===== config.mk =====
export PLATFORM = sky130hd
export DESIGN_NAME = mf3_median
export DESIGN_NICKNAME = d
export VERILOG_FILES = /design/src/sv/mf3_median.sv
export SDC_FILE = /design/constraint.sdc
export NUM_CORES = 1
export LEC_CHECK = 0
export BUFFER_PORTS_ARGS = -buffer_cell sky130_fd_sc_hd__buf_2
export CAP_MARGIN = 40
export CORE_MARGIN = 5
export CORE_UTILIZATION = 30
export CTS_CLUSTER_DIAMETER = 30
export DETAILED_ROUTE_END_ITERATION = 16
export PLACE_DENSITY_LB_ADDON = 0.08
export SYNTH_ARGS = -nofsm -noshare
export SYNTH_HDL_FRONTEND = slang
export SYNTH_SLANG_ARGS = --single-unit

===== constraint.sdc =====
create_clock -name clk -period 15.6 [get_ports clk]
set_input_delay 0.78 -clock clk [delete_from_list [all_inputs] [get_ports clk]]
set_output_delay 0.78 -clock clk [all_outputs]
set_load 0.01 [all_outputs]

===== src/sv/mf3_median.sv =====
// Two-stage median of a 3x3 window: sort rows, then combine row extremes.
module mf3_median #(
    parameter int W = 16
) (
    input  logic               clk,
    input  logic [8:0][W-1:0]  window,
    output logic [W-1:0]       median
);

    logic [2:0][W-1:0] lo_reg, lo_next;
    logic [2:0][W-1:0] mi_reg, mi_next;
    logic [2:0][W-1:0] hi_reg, hi_next;
    logic [W-1:0]      median_reg, median_next;

    function automatic logic [W-1:0] min2(input logic [W-1:0] a, input logic [W-1:0] b);
        return (a < b) ? a : b;
    endfunction

    function automatic logic [W-1:0] max2(input logic [W-1:0] a, input logic [W-1:0] b);
        return (a < b) ? b : a;
    endfunction

    function automatic logic [W-1:0] med3(input logic [W-1:0] a, input logic [W-1:0] b,
                                          input logic [W-1:0] c);
        return max2(min2(a, b), min2(max2(a, b), c));
    endfunction

    // Sort each row of the window
    always_comb
    begin
        for (int r = 0; r < 3; r++)
        begin
            lo_next[r] = min2(min2(window[3*r], window[3*r+1]), window[3*r+2]);
            mi_next[r] = med3(window[3*r], window[3*r+1], window[3*r+2]);
            hi_next[r] = max2(max2(window[3*r], window[3*r+1]), window[3*r+2]);
        end
    end

    // Median of nine = median of (largest low, middle mid, smallest high)
    assign median_next = med3(max2(max2(lo_reg[0], lo_reg[1]), lo_reg[2]),
                              med3(mi_reg[0], mi_reg[1], mi_reg[2]),
                              min2(min2(hi_reg[0], hi_reg[1]), hi_reg[2]));

    always_ff @(posedge clk)
    begin
        lo_reg     <= lo_next;
        mi_reg     <= mi_next;
        hi_reg     <= hi_next;
        median_reg <= median_next;
    end

    assign median = median_reg;

endmodule


==> results.md, run 1 <==
* Post-synth EDFFs at 0
* Final Wtd Congestion at 0.8538
* First-pass GRT wire length at 89.04 mm
* Synthesized instance count at 2141
* Clock-pin slew on the worst setup and hold paths at 0.08 ns
* Most common cell after layout, fill and taps aside: ha_1
* Initial antenna violation count at 0
* Min Tclk post-route at 14.53 ns
* Core ar. at 56060 um^2
* Flops & latches, synth at 160
* Max Clk Rate at between 60 and 70 MHz
* Netlist cell types at just over 70
* Final setup viols at 0
* Net count after synthesis at around 2600
* Worst skew pair latency at 0.46 ns
* Wirelength per Cell at 19.53 um
* Clock Path Buffers at 2
* Crit Path Class: reg2reg
* Most frequent cells in the layout: 327 x ha_1, 268 x inv_1, 205 x o21ai_0
* WHS Endpoint: lo_reg[8]
* Slew HR at 0.3408
* Tcrit/Tclk final at 0.9311
* Status: complete, no violations
* Worst Tran Pin Value at slightly below 1 ns
* Reg2Reg Setup Slack at 1.07 ns
* # diodes at 0
* Final ANT Viol Nets at 0
* Drt first pass iters at 5
* Nets at 2751
* Sink Count at 160
* RR Endpoint: median[0]
* Synth top area share at 0.2425
* Die Area at a little over 60000 um^2
* Worst clock skew at 0.01343 ns
* Drt initial violations at around 740
* Largest net degree at the start of global routing at 63
* Slowest stage cell, crit path: a2111oi_1
* Routed vias/inst at between 4 and 5
* Slowest stage delay, CP at between 0.6 and 0.7 ns
* Layout cells sized above 1 at 0.1374
* CTS tree: built
* Critical Path Start Type: register
* Worst flop-to-flop path startpoint: mi_reg[29]
* DRC errors left at 0
* FFs w/ async S/R, synth at 0
* Synthesized area per cell at 7.879 um^2
* Yosys warning total at 0
* Worst hold slack at 0.5762 ns
* Grt total ovfl at 0
* Synth top area cells: ha_1 24%, dfxtp_1 19%, mux2i_1 9.7%, o21ai_0 6.1%, inv_1 6.0%
* Post-Route Setup TNS at 0 ns
* FF-to-FF path depth at 62
* Total setup buffers inserted after CTS at 0
* Number of global-route vias before repair at 14940
* Synth-to-Final Area Change at 14.23%
* Hold Path Stages at 2
* Number of buffers added on ports at 160
* Root Driver: clkbuf_16
* Die Ht at 247.1 um
* Row count at 87
* Fin. max-slew vios at 0
* Via count at 15120
* Crit path DAT at ~15 ns
* Worst hold path type: in2reg
* Max-cap violations at 0
* Critical path peak fanout at 32
* CP endpoint kind: register
* Starting Density at 0.3009
* # fillers at 5947
* CP required at 15.95 ns
* Hold Path Origin: window[40]
* Final hold viol count at 0
* Mapped cell area at 16870 um^2
* Ports at approximately 160
* Register area share after synthesis at 0.1899
* DP HPWL at roughly 52 mm
* Top FF cell, synth: dfxtp_1
* Synth area leader: ha_1
* RSZ-0062 raised after global routing: false
* Gr usage total at 0.1915
* Die width at 247.1 um
* H-tree levels at 4
* Final Util at 0.3437
* Inserted Clock Buffers at 17
* Routed WL at 59.53 mm
[synthesized netlist by cell type, types with 3 or more instances]
cell type  count
ha_1         327
inv_1        268
o21ai_0      206
nand2_1      192
a21oi_1      173
mux2i_1      163
dfxtp_1      160
nor2_1       127
a21o_1        81
mux2_2        63
clkbuf_1      55
nand4_1       41
nand2b_1      27
nor2b_1       23
nand3_1       20
nor3_1        19
a31oi_1       14
o211ai_1      13
o21a_1        13
a211oi_1      10
and4_1         9
buf_1          8
or2_2          8
a2111oi_0      6
buf_2          6
maj3_1         6
nor4_1         6
or3_1          6
a211o_1        5
a21boi_0       5
and2_1         5
and3_1         5
o31ai_1        5
o22ai_1        4
o31a_1         4
a2111o_1       3
a221o_1        3
a221oi_1       3
o2111ai_1      3
o311a_1        3
[per-stage QoR]
step	worst slack, ns	cell area [um^2]	instances
detailed placement	0.7062	18630	3014
CTS	0.6731	19240	3046
global route	0.02543	19270	3048
global placement	0.7265	18570	3009
floorplan	1.696	16870	2141
finish	1.075	19270	3048
[timing repair]
action,4_1_cts,5_1_grt
hold buffers,0,0
resized for setup,0,3
endpoints found under the setup margin,0,16
[layout make-up]
cell class	count	area [um^2]	share of cell area
clock buffers	17	425.4	0.02208
clock inverters	15	187.7	0.009740
inverters	268	1006	0.05221
multi-input cells	1644	12480	0.6475
flip-flops and latches	160	3203	0.1662
well taps	756	945.9	0.04909
repair buffers	188	1025	0.05318
[cell families after synthesis]
group,count (synthesis),synth area share
buffers and inverters,338,0.07610
adder cells (fa/ha/maj),333,0.2461
multiplexers,226,0.1388
AND/OR/NAND/NOR,498,0.1373
AO/OA/AOI/OAI,586,0.2118
flip-flops,160,0.1899
[routing by layer]
metal / global-route usage / part of all wire / vias to the layer above
li1: - / - / 7905
met5: 0 / 0 / -
met1: 0.2545 / 0.47 / 6967
met2: 0.3357 / 0.48 / 216
met3: 0.01989 / 0.029 / 34
met4: 0.04102 / 0.015 / 0
[worst max-delay path, delay by kind of cell, from the launching register on]
kind	cells	cell delay [ns]
compound gates	33	7.16
fa+ha+maj	6	1.84
buf+inv	5	1.15
flops	1	0.43
mux	3	0.57
simple gates	15	3.22
[how the worst max path moves through the flow]
stage,start,endpoint,slack [ns],depth (start not counted)
after floorplan,mi_reg[22],median[0],1.70,68
after global placement,mi_reg[22],median[0],0.73,60
after detailed placement,mi_reg[22],median[0],0.71,62
after CTS,mi_reg[22],median[0],0.67,62
after global routing,mi_reg[22],median[0],0.03,62
final,mi_reg[29],median[0],1.07,62
Power of run 1 is left out: the tool's default activity adds up to more than one toggle a clock period on the data nets, which glitch-free logic cannot reach.
==> run 2: changes to the inputs <==
- ABC_AREA: default -> 1
- CORE_UTILIZATION: 30 -> 50
==> results.md, run 2 <==
* Status: complete, no violations
* FFs w/ async S/R, synth at 0
* Final hold viol count at 0
* Final Wtd Congestion at around 0.94
* Hold Path Stages at 3
* Netlist cell types at between 40 and 50
* Layout cells sized above 1 at 0.09369
* Worst hold path type: in2reg
* FF-to-FF path depth at 48
* Grt met2 use at 0.4834
* Routed vias/inst at about 5.4
* Die Ht at about 190 um
* Crit path DAT at 11.08 ns
* Worst Tran Pin Value at 0.9054 ns
* Hold Path Origin: window[38]
* Net count after synthesis at 2844
* Synth top area share at 0.2599
* Clock Path Buffers at 2
* Die Area at approximately 35000 um^2
* Max-cap violations at 0
* Slowest stage delay, CP at 0.58 ns
* Busiest metal layer after global routing: met2
* Initial antenna violation count at 0
* Final ANT Viol Nets at 0
* CP endpoint kind: register
* DRC errors left at 0
* Synth-to-Final Area Change at 10.98%
* Routing usage on met3 at 0.03434
* Sink Count at 160
* Flops & latches, synth at 160
* Largest net degree at the start of global routing at 65
* Slowest stage cell, crit path: a2111oi_0
* Worst clock skew at 0.01108 ns
* CTS-repair resized insts at 0
* Slew HR at 0.3900
* Post-route design area at 17470 um^2
* Most common cell in the synthesized netlist: nand2_1
* Met1 GRT Util at 0.3220
* Clock-pin slew on the worst setup and hold paths at 0.07 ns
* Post-Route Setup TNS at 0 ns
* WHS Endpoint: hi_reg[6]
* Number of global-route vias before repair at 14830
* CP Buf/Inv Count at 4
* Reg2Reg Setup Slack at 4.85 ns
* Ports at 161
* Starting Density at 0.5027
* Critical path peak fanout at 63
* Final setup viols at 0
* Synthesized area per cell at 6.636 um^2
* Tcrit/Tclk final at 0.6889
* Max Clk Rate at 93.05 MHz
* Fin. max-slew vios at 0
* Mapped cell area at 15740 um^2
* Final WS setup at about 4.9 ns
* Worst flop-to-flop path startpoint: mi_reg[31]
* RSZ-0062 raised after global routing: false
* Min Tclk post-route at 10.75 ns
* Critical Path Start Type: register
* Synthesized instance count at 2372
* Drt first pass iters at 6
* Total setup buffers inserted after CTS at 0
* RR Endpoint: median[9]
* Top delay family on crit path: compound AO/OA/AOI/OAI gates
* Gr usage total at 0.2625
* Register area share after synthesis at 0.2035
* First-pass GRT wire length at around 74 mm
* Synth top cells by count: 578 x nand2_1, 418 x o21ai_0, 327 x ha_1
* Row count at 65
* Drt initial violations at 1003
* CP required at 15.93 ns
* Synth area leader: ha_1
* Core ar. at 31310 um^2
* H-tree levels at 4
* Most common cell after layout, fill and taps aside: nand2_1
* Via count at ~16000
* Synth top area cells: ha_1 26%, dfxtp_1 20%, nand2_1 14%, o21ai_0 13%, a21oi_1 6.7%
* Inserted Clock Buffers at 17
* # diodes at 0
* Dpl ws at a little under 5 ns
* Crit Path Class: reg2reg
* Nets at 2946
* # hold bufs at CTS at 0
* Grt total ovfl at 0
* Root Driver: clkbuf_16
* Yosys warning total at 0
* Post-synth EDFFs at 0
* DP HPWL at 40.00 mm
* DP Area at 16890 um^2
* Routed WL at 46.61 mm
* Die width at 187.4 um
* Worst hold slack at 0.6805 ns
* Wirelength per Cell at approximately 16 um
* Worst skew pair latency at 0.44 ns
* CTS tree: built
* Most frequent cells in the layout: 578 x nand2_1, 418 x o21ai_0, 327 x ha_1
* Number of buffers added on ports at 160
* Top FF cell, synth: dfxtp_1
==> run 2: metal layers <==
metal,routed length [um],part of all wire
met1,20380,0.44
met2,22960,0.49
met3,2147,0.046
met4,1126,0.024
met5,0,0
==> run 2: cells by family after synthesis <==
group,count (synthesis),share of synthesized area
flip-flops,160,0.2035
AO/OA/AOI/OAI,705,0.2403
adder cells (fa/ha/maj),327,0.2599
AND/OR/NAND/NOR,816,0.2083
buffers and inverters,364,0.08807
==> run 2: per-stage QoR <==
step                  util  instances
CTS                 0.5580       2889
finish              0.5580       2889
global placement    0.5383       2854
floorplan                -       2372
global route        0.5580       2889
detailed placement  0.5395       2857
==> run 2: cell type report <==
cell class	instances	area (um^2)
clock buffers	18	429.2
clock inverters	14	150.1
fillers	3085	13840
inverters	274	1028
multi-input cells	1848	11240
flip-flops and latches	160	3203
well taps	402	503.0
repair buffers	173	913.4
==> run 2: how the worst max path moves through the flow <==
stage | startpoint | to | cells after the start
2_1_floorplan | mi_reg[27] | median[10] | 62
3_3_place_gp | mi_reg[31] | median[10] | 48
3_5_place_dp | mi_reg[31] | median[12] | 53
4_1_cts | mi_reg[31] | median[12] | 52
5_1_grt | mi_reg[21] | median[12] | 52
6_report | mi_reg[31] | median[9] | 48
==> run 2: worst register-to-register path, delay by kind of cell, from the launching register on <==
| family | cells | cell delay [ns] |
|---|---|---|
| buffers and inverters | 4 | 0.85 |
| adder cells (fa/ha/maj) | 6 | 1.86 |
| AO/OA/AOI/OAI | 18 | 4.57 |
| flip-flops | 1 | 0.30 |
| AND/OR/NAND/NOR | 20 | 3.09 |
Power of run 2 is left out for the same reason.
